$ cat src/hdl/bgcdm_pkg.sv
// Shared constants, beat types and control types for the multi-limb binary gcd.
package bgcdm_pkg;

  localparam int LIMBS   = 4;
  localparam int LIMB_W  = 64;
  localparam int IDX_W   = (LIMBS > 1) ? $clog2(LIMBS) : 1;
  localparam int CNT_W   = $clog2(LIMBS + 1);
  localparam int SHIFT_W = $clog2(LIMBS * LIMB_W + 1);
  localparam int NXT     = (LIMBS > 1) ? 1 : 0;

  typedef logic [LIMBS-1:0][LIMB_W-1:0] limb_vec_t;

  typedef struct packed {
    logic [LIMB_W-1:0] a_limb;
    logic [LIMB_W-1:0] b_limb;
    logic              last_limb;
  } in_beat_t;

  typedef struct packed {
    logic [LIMB_W-1:0] gcd_limb;
    logic              last_out;
  } out_beat_t;

  typedef enum logic [2:0] {
    OP_HOLD,
    OP_HALVE_AB,
    OP_HALVE_A,
    OP_HALVE_B,
    OP_SUB_BA,
    OP_SWAP_SUB,
    OP_SHL_A
  } pass_op_t;

  typedef enum logic [1:0] {
    ST_LOAD,
    ST_PASS,
    ST_DECIDE,
    ST_HANDOFF
  } state_t;

  typedef enum logic [2:0] {
    PH_INIT,
    PH_TWOS,
    PH_ODDA,
    PH_LOOP,
    PH_SHL
  } phase_t;

  typedef struct packed {
    logic             load;
    logic [IDX_W-1:0] load_idx;
    logic             clear;
    logic             step;
    logic             first;
    logic             last;
    pass_op_t         op;
  } dp_ctrl_t;

  typedef struct packed {
    logic a_zero;
    logic b_zero;
    logic a_gt_b;
    logic a_lsb;
    logic b_lsb;
  } flags_t;

endpackage

$ cat src/hdl/bgcdm_datapath.sv
// Operand rotators with the one-limb-per-cycle halve, subtract, shift and flag logic.
module bgcdm_datapath (
  input  logic                 clk,
  input  logic                 rst,
  input  bgcdm_pkg::dp_ctrl_t  ctl,
  input  bgcdm_pkg::in_beat_t  load_beat,
  output bgcdm_pkg::limb_vec_t a_vec,
  output bgcdm_pkg::limb_vec_t b_vec,
  output bgcdm_pkg::flags_t    flags
);
  import bgcdm_pkg::*;

  limb_vec_t         a;
  limb_vec_t         b;
  logic              borrow;
  logic              carry;
  flags_t            fl;

  logic [LIMB_W-1:0] a0;
  logic [LIMB_W-1:0] b0;
  logic              hi_a;
  logic              hi_b;
  logic [LIMB_W-1:0] half_a;
  logic [LIMB_W-1:0] half_b;
  logic              bin;
  logic              cin;
  logic [LIMB_W:0]   diff_ba;
  logic [LIMB_W:0]   diff_ab;
  logic [LIMB_W-1:0] shl_a;
  logic [LIMB_W-1:0] na;
  logic [LIMB_W-1:0] nb;
  logic              borrow_next;
  logic              carry_next;
  logic              gt_next;

  always_comb begin
    a0      = a[0];
    b0      = b[0];
    hi_a    = ctl.last ? 1'b0 : a[NXT][0];
    hi_b    = ctl.last ? 1'b0 : b[NXT][0];
    half_a  = {hi_a, a0[LIMB_W-1:1]};
    half_b  = {hi_b, b0[LIMB_W-1:1]};
    bin     = ctl.first ? 1'b0 : borrow;
    cin     = ctl.first ? 1'b0 : carry;
    diff_ba = {1'b0, b0} - {1'b0, a0} - {{LIMB_W{1'b0}}, bin};
    diff_ab = {1'b0, a0} - {1'b0, b0} - {{LIMB_W{1'b0}}, bin};
    shl_a   = {a0[LIMB_W-2:0], cin};
  end

  always_comb begin
    na          = a0;
    nb          = b0;
    borrow_next = borrow;
    carry_next  = carry;
    case (ctl.op)
      OP_HOLD: begin
        na = a0;
        nb = b0;
      end
      OP_HALVE_AB: begin
        na = half_a;
        nb = half_b;
      end
      OP_HALVE_A: begin
        na = half_a;
      end
      OP_HALVE_B: begin
        nb = half_b;
      end
      OP_SUB_BA: begin
        nb          = diff_ba[LIMB_W-1:0];
        borrow_next = diff_ba[LIMB_W];
      end
      OP_SWAP_SUB: begin
        na          = b0;
        nb          = diff_ab[LIMB_W-1:0];
        borrow_next = diff_ab[LIMB_W];
      end
      OP_SHL_A: begin
        na         = shl_a;
        carry_next = a0[LIMB_W-1];
      end
      default: begin
        na = a0;
        nb = b0;
      end
    endcase
    gt_next = (na != nb) ? (na > nb) : (ctl.first ? 1'b0 : fl.a_gt_b);
  end

  always_ff @(posedge clk) begin
    if (rst) begin
      a <= '0;
      b <= '0;
    end else if (ctl.clear) begin
      a <= '0;
      b <= '0;
    end else if (ctl.load) begin
      a[ctl.load_idx] <= load_beat.a_limb;
      b[ctl.load_idx] <= load_beat.b_limb;
    end else if (ctl.step) begin
      for (int i = 0; i < LIMBS - 1; i++) begin
        a[i] <= a[i+1];
        b[i] <= b[i+1];
      end
      a[LIMBS-1] <= na;
      b[LIMBS-1] <= nb;
    end
  end

  always_ff @(posedge clk) begin
    if (ctl.step) begin
      borrow    <= borrow_next;
      carry     <= carry_next;
      fl.a_gt_b <= gt_next;
      fl.a_zero <= (na == '0) & (ctl.first | fl.a_zero);
      fl.b_zero <= (nb == '0) & (ctl.first | fl.b_zero);
      fl.a_lsb  <= ctl.first ? na[0] : fl.a_lsb;
      fl.b_lsb  <= ctl.first ? nb[0] : fl.b_lsb;
    end
  end

  assign a_vec = a;
  assign b_vec = b;
  assign flags = fl;

endmodule

$ cat src/hdl/bgcdm_ctrl.sv
// Sequencer for operand loading, gcd passes and hand-off to the result buffer.
module bgcdm_ctrl (
  input  logic                clk,
  input  logic                rst,
  input  logic                in_valid,
  input  logic                in_last,
  output logic                in_ready,
  input  bgcdm_pkg::flags_t   flags,
  input  logic                res_busy,
  output bgcdm_pkg::dp_ctrl_t ctl,
  output logic                copy_en,
  output logic                sel_b
);
  import bgcdm_pkg::*;

  state_t             state;
  state_t             state_next;
  phase_t             phase;
  phase_t             phase_next;
  pass_op_t           op;
  pass_op_t           op_next;
  logic [IDX_W-1:0]   cnt;
  logic [IDX_W-1:0]   cnt_next;
  logic [CNT_W-1:0]   pos;
  logic [CNT_W-1:0]   pos_next;
  logic [SHIFT_W-1:0] shift;
  logic [SHIFT_W-1:0] shift_next;
  logic               sel;
  logic               sel_next;
  logic               accept;
  logic               room;

  assign room   = pos < CNT_W'(LIMBS);
  assign accept = in_valid && (state == ST_LOAD);

  always_comb begin
    state_next = state;
    phase_next = phase;
    op_next    = op;
    cnt_next   = cnt;
    pos_next   = pos;
    shift_next = shift;
    sel_next   = sel;
    case (state)
      ST_LOAD: begin
        if (accept) begin
          if (room) begin
            pos_next = pos + CNT_W'(1);
          end
          if (in_last) begin
            state_next = ST_PASS;
            phase_next = PH_INIT;
            op_next    = OP_HOLD;
            cnt_next   = '0;
            shift_next = '0;
          end
        end
      end
      ST_PASS: begin
        if (cnt == IDX_W'(LIMBS - 1)) begin
          cnt_next   = '0;
          state_next = ST_DECIDE;
        end else begin
          cnt_next = cnt + IDX_W'(1);
        end
      end
      ST_DECIDE: begin
        case (phase)
          PH_INIT: begin
            if (flags.a_zero) begin
              sel_next   = 1'b1;
              state_next = ST_HANDOFF;
            end else if (flags.b_zero) begin
              sel_next   = 1'b0;
              state_next = ST_HANDOFF;
            end else begin
              phase_next = PH_TWOS;
            end
          end
          PH_TWOS: begin
            if (!flags.a_lsb && !flags.b_lsb) begin
              op_next    = OP_HALVE_AB;
              shift_next = shift + SHIFT_W'(1);
              state_next = ST_PASS;
            end else begin
              phase_next = PH_ODDA;
            end
          end
          PH_ODDA: begin
            if (!flags.a_lsb) begin
              op_next    = OP_HALVE_A;
              state_next = ST_PASS;
            end else begin
              phase_next = PH_LOOP;
            end
          end
          PH_LOOP: begin
            if (flags.b_zero) begin
              phase_next = PH_SHL;
            end else if (!flags.b_lsb) begin
              op_next    = OP_HALVE_B;
              state_next = ST_PASS;
            end else if (flags.a_gt_b) begin
              op_next    = OP_SWAP_SUB;
              state_next = ST_PASS;
            end else begin
              op_next    = OP_SUB_BA;
              state_next = ST_PASS;
            end
          end
          PH_SHL: begin
            if (shift == '0) begin
              sel_next   = 1'b0;
              state_next = ST_HANDOFF;
            end else begin
              shift_next = shift - SHIFT_W'(1);
              op_next    = OP_SHL_A;
              state_next = ST_PASS;
            end
          end
          default: begin
            phase_next = PH_INIT;
          end
        endcase
      end
      ST_HANDOFF: begin
        if (!res_busy) begin
          pos_next   = '0;
          state_next = ST_LOAD;
        end
      end
      default: begin
        state_next = ST_LOAD;
      end
    endcase
  end

  always_comb begin
    in_ready     = (state == ST_LOAD);
    copy_en      = (state == ST_HANDOFF) && !res_busy;
    sel_b        = sel;
    ctl.load     = accept && room;
    ctl.load_idx = pos[IDX_W-1:0];
    ctl.clear    = copy_en;
    ctl.step     = (state == ST_PASS);
    ctl.first    = (cnt == '0);
    ctl.last     = (cnt == IDX_W'(LIMBS - 1));
    ctl.op       = op;
  end

  always_ff @(posedge clk) begin
    if (rst) begin
      state <= ST_LOAD;
      phase <= PH_INIT;
      op    <= OP_HOLD;
      cnt   <= '0;
      pos   <= '0;
      shift <= '0;
      sel   <= 1'b0;
    end else begin
      state <= state_next;
      phase <= phase_next;
      op    <= op_next;
      cnt   <= cnt_next;
      pos   <= pos_next;
      shift <= shift_next;
      sel   <= sel_next;
    end
  end

endmodule

$ cat src/hdl/bgcdm_resbuf.sv
// Result limb buffer that drains one gcd limb per output beat.
module bgcdm_resbuf (
  input  logic                  clk,
  input  logic                  rst,
  input  logic                  copy_en,
  input  bgcdm_pkg::limb_vec_t  src,
  output logic                  out_valid,
  input  logic                  out_ready,
  output bgcdm_pkg::out_beat_t  out_data,
  output logic                  busy
);
  import bgcdm_pkg::*;

  limb_vec_t        res;
  logic [IDX_W-1:0] cnt;
  logic             valid;
  logic             at_last;

  assign at_last = (cnt == IDX_W'(LIMBS - 1));

  always_ff @(posedge clk) begin
    if (rst) begin
      valid <= 1'b0;
      cnt   <= '0;
    end else if (copy_en) begin
      valid <= 1'b1;
      cnt   <= '0;
    end else if (valid && out_ready) begin
      cnt <= cnt + IDX_W'(1);
      if (at_last) begin
        valid <= 1'b0;
      end
    end
  end

  always_ff @(posedge clk) begin
    if (copy_en) begin
      res <= src;
    end else if (valid && out_ready) begin
      for (int i = 0; i < LIMBS - 1; i++) begin
        res[i] <= res[i+1];
      end
    end
  end

  always_comb begin
    out_valid         = valid;
    busy              = valid;
    out_data.gcd_limb = res[0];
    out_data.last_out = at_last;
  end

endmodule

$ cat src/hdl/binary_gcd_multiword.sv
// Top level of the multi-limb binary gcd: loader, sequencer, datapath and result buffer.
//
//   channel  dir  beat type   handshake             content
//   in       in   in_beat_t   in_valid / in_ready   a and b limb pair, last_limb mark
//   out      out  out_beat_t  out_valid / out_ready gcd limb, last_out on the top limb
//
// One in beat per cycle while loading; in_ready drops from the last_limb beat until hand-off.
// Compute on 256-bit operands runs in passes over all LIMBS limbs, each followed by a decision
// state, with the one-limb-per-cycle subtract and shift unit in the datapath.
// The LIMBS result beats drain from their own buffer while the next operands load.
// Reset clears the sequencer, the result buffer state and both operand stores.
module binary_gcd_multiword (
  input  logic                 clk,
  input  logic                 rst,
  input  logic                 in_valid,
  output logic                 in_ready,
  input  bgcdm_pkg::in_beat_t  in_data,
  output logic                 out_valid,
  input  logic                 out_ready,
  output bgcdm_pkg::out_beat_t out_data
);
  import bgcdm_pkg::*;

  dp_ctrl_t  ctl;
  flags_t    flags;
  limb_vec_t a_vec;
  limb_vec_t b_vec;
  limb_vec_t res_src;
  logic      copy_en;
  logic      sel_b;
  logic      res_busy;

  assign res_src = sel_b ? b_vec : a_vec;

  bgcdm_ctrl u_ctrl (
    .clk      (clk),
    .rst      (rst),
    .in_valid (in_valid),
    .in_last  (in_data.last_limb),
    .in_ready (in_ready),
    .flags    (flags),
    .res_busy (res_busy),
    .ctl      (ctl),
    .copy_en  (copy_en),
    .sel_b    (sel_b)
  );

  bgcdm_datapath u_datapath (
    .clk       (clk),
    .rst       (rst),
    .ctl       (ctl),
    .load_beat (in_data),
    .a_vec     (a_vec),
    .b_vec     (b_vec),
    .flags     (flags)
  );

  bgcdm_resbuf u_resbuf (
    .clk       (clk),
    .rst       (rst),
    .copy_en   (copy_en),
    .src       (res_src),
    .out_valid (out_valid),
    .out_ready (out_ready),
    .out_data  (out_data),
    .busy      (res_busy)
  );

`ifndef SYNTHESIS
  a_copy_into_empty: assert property (@(posedge clk) disable iff (rst)
    copy_en |-> !res_busy)
    else $error("result copied over undrained beats");

  a_last_in_blocks: assert property (@(posedge clk) disable iff (rst)
    in_valid && in_ready && in_data.last_limb |=> !in_ready)
    else $error("input taken after last limb beat");

  a_last_out_drains: assert property (@(posedge clk) disable iff (rst)
    out_valid && out_ready && out_data.last_out |=> !out_valid)
    else $error("output still valid after last result beat");
`endif

endmodule

$ cat config.mk
export PLATFORM = sky130hd
export DESIGN_NAME = binary_gcd_multiword
export DESIGN_NICKNAME = d
export VERILOG_FILES = /design/src/hdl/bgcdm_pkg.sv /design/src/hdl/bgcdm_datapath.sv /design/src/hdl/bgcdm_ctrl.sv /design/src/hdl/bgcdm_resbuf.sv /design/src/hdl/binary_gcd_multiword.sv
export SDC_FILE = /design/constraint.sdc
export NUM_CORES = 2
export LEC_CHECK = 0
export ABC_CLOCK_PERIOD_IN_PS = 12600
export BUFFER_PORTS_ARGS = -buffer_cell sky130_fd_sc_hd__buf_2
export CAP_MARGIN = 15
export CORE_ASPECT_RATIO = 1.25
export CORE_UTILIZATION = 40
export DETAILED_ROUTE_END_ITERATION = 12
export PLACE_DENSITY = 0.65
export SLEW_MARGIN = 20
export SYNTH_ARGS = -nofsm -noshare
export SYNTH_HDL_FRONTEND = slang
export SYNTH_HIERARCHICAL = 1
export SYNTH_SLANG_ARGS = --single-unit
$ cat constraint.sdc
create_clock -name clk -period 12.6 [get_ports clk]
set_input_delay 1.26 -clock clk [delete_from_list [all_inputs] [get_ports clk]]
set_output_delay 1.26 -clock clk [all_outputs]
set_load 0.03 [all_outputs]
=== Yosys cells after proc, flatten, opt, wreduce, memory -nomap -nowiden ===
Cells that the tools add are included.

* Bits in registers: 801
* Input port bits: 133
* Output and inout bits: 67
* Word-level logic and storage cells: 191

* $add $sub $neg: 9
* Magnitude comparators: 4
* Equal/unequal tests: 37
* Muxes and demuxes: 70
* Bitwise operators: 4
* Reductions and logical operators: 39

{| class="wikitable"
|+ Operators by type and width
! kind !! number
|-
| 2-to-1 mux 256 bit || 5
|-
| bitwise mux 256 bit || 2
|-
| 2-to-1 mux 192 bit || 2
|-
| one-hot mux 64 bit (3 select lines) || 2
|-
| subtractor 64 x 64 -> 65 bit || 2
|-
| subtractor 65 x 1 -> 65 bit || 2
|-
| demux 64 bit (select 2 bit) || 1
|-
| zero test 64 bit || 2
|-
| > comparator 64 bit || 1
|-
| 2-to-1 mux 64 bit || 1
|-
| != test 64 bit || 1
|-
| 2-to-1 mux 3 bit || 15
|-
| 2-to-1 mux 9 bit || 4
|-
| one-hot mux 9 bit (2 select lines) || 2
|-
| 2-to-1 mux 2 bit || 13
|-
| != test 3 bit, second input constant || 6
|-
| one-hot mux 3 bit (2 select lines) || 3
|-
| AND reduction 9 bit || 2
|-
| nonzero test 2 bit || 9
|-
| one-hot mux 3 bit (5 select lines) || 1
|-
| 2-to-1 mux 1 bit || 13
|-
| equality test 3 x 2 -> 1 bit, second input constant || 4
|-
| equality test 3 bit, second input constant || 4
|-
| != test 3 x 2 -> 1 bit, second input constant || 4
|-
| other kinds (34) || 62
|}

=== Logic depth before layout (Yosys ltp) ===
* Depth in word-level cells: 7
* Depth in mapped cells: 32
* Mapped depth without buffers: 32

=== Hierarchy ===
Netlist, hierarchy kept.

{| class="wikitable"
|+ Modules (own cells, without submodules)
! module !! instances !! cells each !! area an instance (um^2)
|-
| bgcdm_datapath || 1 || 4801 || 35663.0
|-
| bgcdm_resbuf || 1 || 550 || 11269.6
|-
| binary_gcd_multiword || 1 || 284 || 3188.1
|-
| bgcdm_ctrl || 1 || 228 || 1711.6
|}

=== Worst setup path after synthesis ===
Ideal clock, no wire load.

* Kind: flip-flop to flip-flop
* From: register u_ctrl.state[1]
* To: register u_resbuf.res, in the netlist u_resbuf/out_data[10] (enable)
* Setup time: 0.551 ns
* Arrival: 8.030 ns
* Setup slack: 4.019 ns
* Cell stages (with the launch flop): 8
* Clock period less this slack: 8.581 ns
* Path through: dfxtp_1 -> clkbuf_1 -> nand2_1 -> nor2_1 -> buf_6 -> buf_6 -> buf_6 -> a21o_1

* Word-level cells in the longest chain between the ends: 3

{| class="wikitable"
|+ RTL lines
! what !! line !! text
|-
| from (decl) || bgcdm_ctrl.sv:16 || <nowiki>state_t state;</nowiki>
|-
| from (signal assigned) || bgcdm_ctrl.sv:161 || <nowiki>state <= state_next;</nowiki>
|-
| equality test 2 bit || bgcdm_ctrl.sv:140 || <nowiki>copy_en = (state == ST_HANDOFF) && !res_busy;</nowiki>
|-
| logical AND 1 bit || bgcdm_ctrl.sv:140 ||
|-
| net copy_en || binary_gcd_multiword.sv:29 || <nowiki>logic copy_en;</nowiki>
|-
| nonzero test 2 bit (no source line) || n/a ||
|-
| to (signal assigned) || bgcdm_resbuf.sv:38 || <nowiki>res <= src;</nowiki>
|-
| to (signal, indexed assignment) || bgcdm_resbuf.sv:41 || <nowiki>res[i] <= res[i+1];</nowiki>
|-
| to (decl) || bgcdm_resbuf.sv:14 || <nowiki>limb_vec_t res;</nowiki>
|}

The timed path passes the listed nets, and every way through them passes these cells.
A chain may end at the register's enable or synchronous reset.

==> summary.json <==
{
  "outcome": "finished clean",
  "port_buffers": 199,
  "drive_gt1_share_pct": 16.1,
  "route.vias.total": 46284,
  "cp_num_buf_inv": 3,
  "ant_nets": 0,
  "grtUsageTotal_pct": 28.3,
  "dp.cells": 7358,
  "setup-violations-final": 0,
  "yosys_register_bits": 801,
  "worst_ep_arrival_time_ns": 8.38,
  "cts_buffers": 83,
  "floorplan.initialDensity_pct": 40.3,
  "cts_resized": 0,
  "finalHoldViolations": 0,
  "synth.yosys.warnings": 6,
  "clock_tree.buffer_depth": 3,
  "die_h_um": 404,
  "powerDensity_nw_per_um2": 261,
  "drt-wirelength-per-cell_um": 25.4,
  "synth_largest_type_area_fraction_pct": 20.8,
  "netlist_top_cells_area": "dfxtp_1, edfxtp_1, ha_1",
  "grt-ovfl-total": 0,
  "drv.max_cap_violation_count": 0,
  "die_x_um": 324,
  "switching_share_pct": 49.9,
  "total_power_w": 0.0146,
  "synth_edf_count": 263,
  "design.die.area_um2": 131000,
  "worstSkewPairLatency_ns": 0.71,
  "critical_path.max_fanout": 6,
  "worst_hold_slack_ns": 0.467,
  "core_area_um2": 129000,
  "detail_route.vias_per_cell": 6.15,
  "yosysMostFrequentCell": "a21oi_1",
  "clock_skew_ns": 0.0434,
  "netSwitchingPower_w": 0.00731,
  "timing.final.crit_share_pct": 62.7,
  "max_clock_freq_ghz": 0.127,
  "asyncSetResetFlopFracSynth_pct": 0,
  "seq_area_frac_synth_pct": 36.0,
  "setup_ws_ns": 4.70,
  "top_level_ports": 200,
  "synthesis.area_per_instance_um2": 8.84,
  "detailedRoute.firstPassIterationCount": 6,
  "clock_tree.root_cell": "clkbuf_16",
  "critical_path_class": "reg2reg",
  "route.detailed.drc": 0,
  "cts.sink_count": 801,
  "std_cell_rows": 147,
  "max_slew_margin_pct": 16.9,
  "slew_at_the_pin_closest_to_its_max_slew_limit_ns": 1.25,
  "finalSetupTns_ns": 0,
  "min_clock_period_post_route_ns": 7.90,
  "slowest_delay_ns": 0.97,
  "synthCells": 5863,
  "area_delta_synth_final_pct": 8.05,
  "power.static_leakage_nw": 20.7,
  "dpl_worst_slack_ns": 4.81,
  "fin_cells": 7523,
  "grt_antenna_before_repair": 29,
  "tritoncts_clock_tree": "built",
  "drt-initial-drc-count": 5054,
  "postSynth.topFlopCell": "dfxtp_1",
  "post-dp-hpwl_mm": 132,
  "drv_slew": 0,
  "comb_power_share_pct": 60.0,
  "worstHoldPathType": "reg2reg",
  "synth_nets": 6323,
  "synth.lib_cells_used.distinct": 99,
  "routabilityCongestion": 1.01,
  "via_count_of_the_first_global_routing_pass": 44675,
  "post-cts-setup-buffer-count": 0,
  "synth_top_area_cell": "dfxtp_1",
  "largest_net_degree_at_the_start_of_global_routing": 201,
  "worst_setup_path_start_kind": "flip-flop",
  "rsz0062_at_grt": "no",
  "cpMaxStageDelayCell": "o41ai_1",
  "synthesis.area_um2": 51800,
  "internal_power_w": 0.00733,
  "cp.required_ns": 13.08,
  "clock_power_share_pct": 17.2,
  "critical_path.endpoint_type": "flip-flop",
  "sequential_power_share_pct": 22.8,
  "final_net_count": 6190,
  "cpLargestDelayFamily": "compound AO/OA/AOI/OAI gates",
  "wire_length_of_the_first_global_routing_pass_mm": 284,
  "detail_route.wirelength_mm": 191,
  "clock_h_tree_levels": 3,
  "synth_top_cells_by_count": "a21oi_1, nand2_1, dfxtp_1",
  "clk_transition_reported_paths_ns": 0.07,
  "vdd.ir_drop.worst_mv": 0.133,
  "hold_buffers": 0
}
==> stage by stage <==
step,utilization (%),instance area [um2]
global placement,41.4,53300
floorplan,-,51800
detailed placement,41.4,53300
finish,43.6,56000
global route,43.5,56000
CTS,43.5,56000
==> flip-flops by register name, summed over array words and instances (netlist names) <==
name,count
u_ctrl/phase,3
u_datapath/b_vec,192
u_ctrl/op,3
u_datapath/a_vec,192
u_ctrl/state,2
u_datapath/a0,64
u_ctrl/sel_b,1
u_ctrl/shift,9
u_ctrl/pos,3
u_datapath/b0,64
u_datapath/flags,5
u_resbuf/out_data,64
u_resbuf/res,192
u_ctrl/cnt,2
u_datapath/carry,1
u_resbuf/cnt,2
u_resbuf/busy,1
u_datapath/borrow,1
==> layout make-up <==
class                      instances  area, um2
fill                           12706      72600
clock buffer                     118       2360
clock inverter                    36        349
multi-input combinational       4182      29400
sequential                       801      18700
timing repair buffer             276       1640
inverter                         386       1450
tap                             1713       2140
antenna                           11       27.5
==> metal layers <==
layer  vias up  wire length (um)  GRT usage, %
met2      1962             89300          45.9
met4        24              9430          13.6
li1      21131                 -             -
met5         -               151             0
met1     22729             78200          36.5
met3       438             14100          4.49
==> final timing paths <==
| kind | from | slack, ns | end | cells after the start |
|---|---|---|---|---|
| max | u_ctrl/cnt[0]$_SDFFE_PP0P_ | 4.70 | u_datapath/flags[2]$_SDFFCE_PN0P_ | 26 |
| min reg2reg | u_datapath/b_vec[111]$_SDFFE_PP0P_ | 0.47 | u_datapath/b_vec[111]$_SDFFE_PP0P_ | 2 |
| max reg2reg | u_ctrl/cnt[0]$_SDFFE_PP0P_ | 4.70 | u_datapath/flags[2]$_SDFFCE_PN0P_ | 26 |
| min | u_datapath/b_vec[111]$_SDFFE_PP0P_ | 0.47 | u_datapath/b_vec[111]$_SDFFE_PP0P_ | 2 |
==> worst register-to-register path, stage by stage (launching register included) <==
cell	delay, ns
dfxtp_1	0.32
inv_1	0.09
ha_1	0.52
nand2b_1	0.24
fa_1	0.48
inv_1	0.10
ha_1	0.17
nor2_1	0.06
fa_1	0.44
and3b_1	0.21
o21ai_2	0.29
a31oi_1	0.23
o41ai_1	0.97
o21ai_1	0.37
nor3_1	0.46
o21ba_2	0.25
xor2_1	0.15
nor2_1	0.05
o22ai_1	0.37
inv_1	0.10
ha_1	0.32
nand4_1	0.09
or2_2	0.29
nor3_1	0.51
and3_1	0.26
nand4_1	0.11
o21a_1	0.24
==> placed cells by master (no fill, tap or decap), drive strengths merged, types with 108 or more instances in the layout <==
master | synthesis | layout
inv | 385 | 390
buf | 184 | 276
edfxtp | 263 | 263
dfxtp | 538 | 538
clkbuf | 310 | 118
nor2 | 250 | 250
a22oi | 480 | 480
ha | 323 | 323
o22ai | 108 | 108
a21oi | 800 | 800
mux2 | 452 | 452
nand2 | 708 | 708
o21ai | 187 | 187
==> logic make-up (layout without fill, tap and decap cells) <==
logic type                 count (synthesis)  in the layout  share of synthesized area, %
DFF                                      801            801                          36.0
other                                      0             11                             0
buffers and inverters                    880            816                          7.64
and+or+nand+nor                         1337           1337                          11.6
adders and majority gates                327            327                          7.95
muxes                                    467            467                          11.2
AOI/OAI and AO/OA                       1957           1957                          24.1
xor gates and xnor gates                  94             94                          1.59
==> power by group through the flow <==
stage	combinational, W	clock (W)	sequential (W)
global route	0.00937	0.00264	0.00338
CTS	0.00853	0.00256	0.00333
finish	0.00878	0.00252	0.00334
global placement	0.00849	0	0.00338
detailed placement	0.00848	0	0.00339
floorplan	0.00594	0	0.00325
No activity file was read; power rests on OpenSTA's default activity.
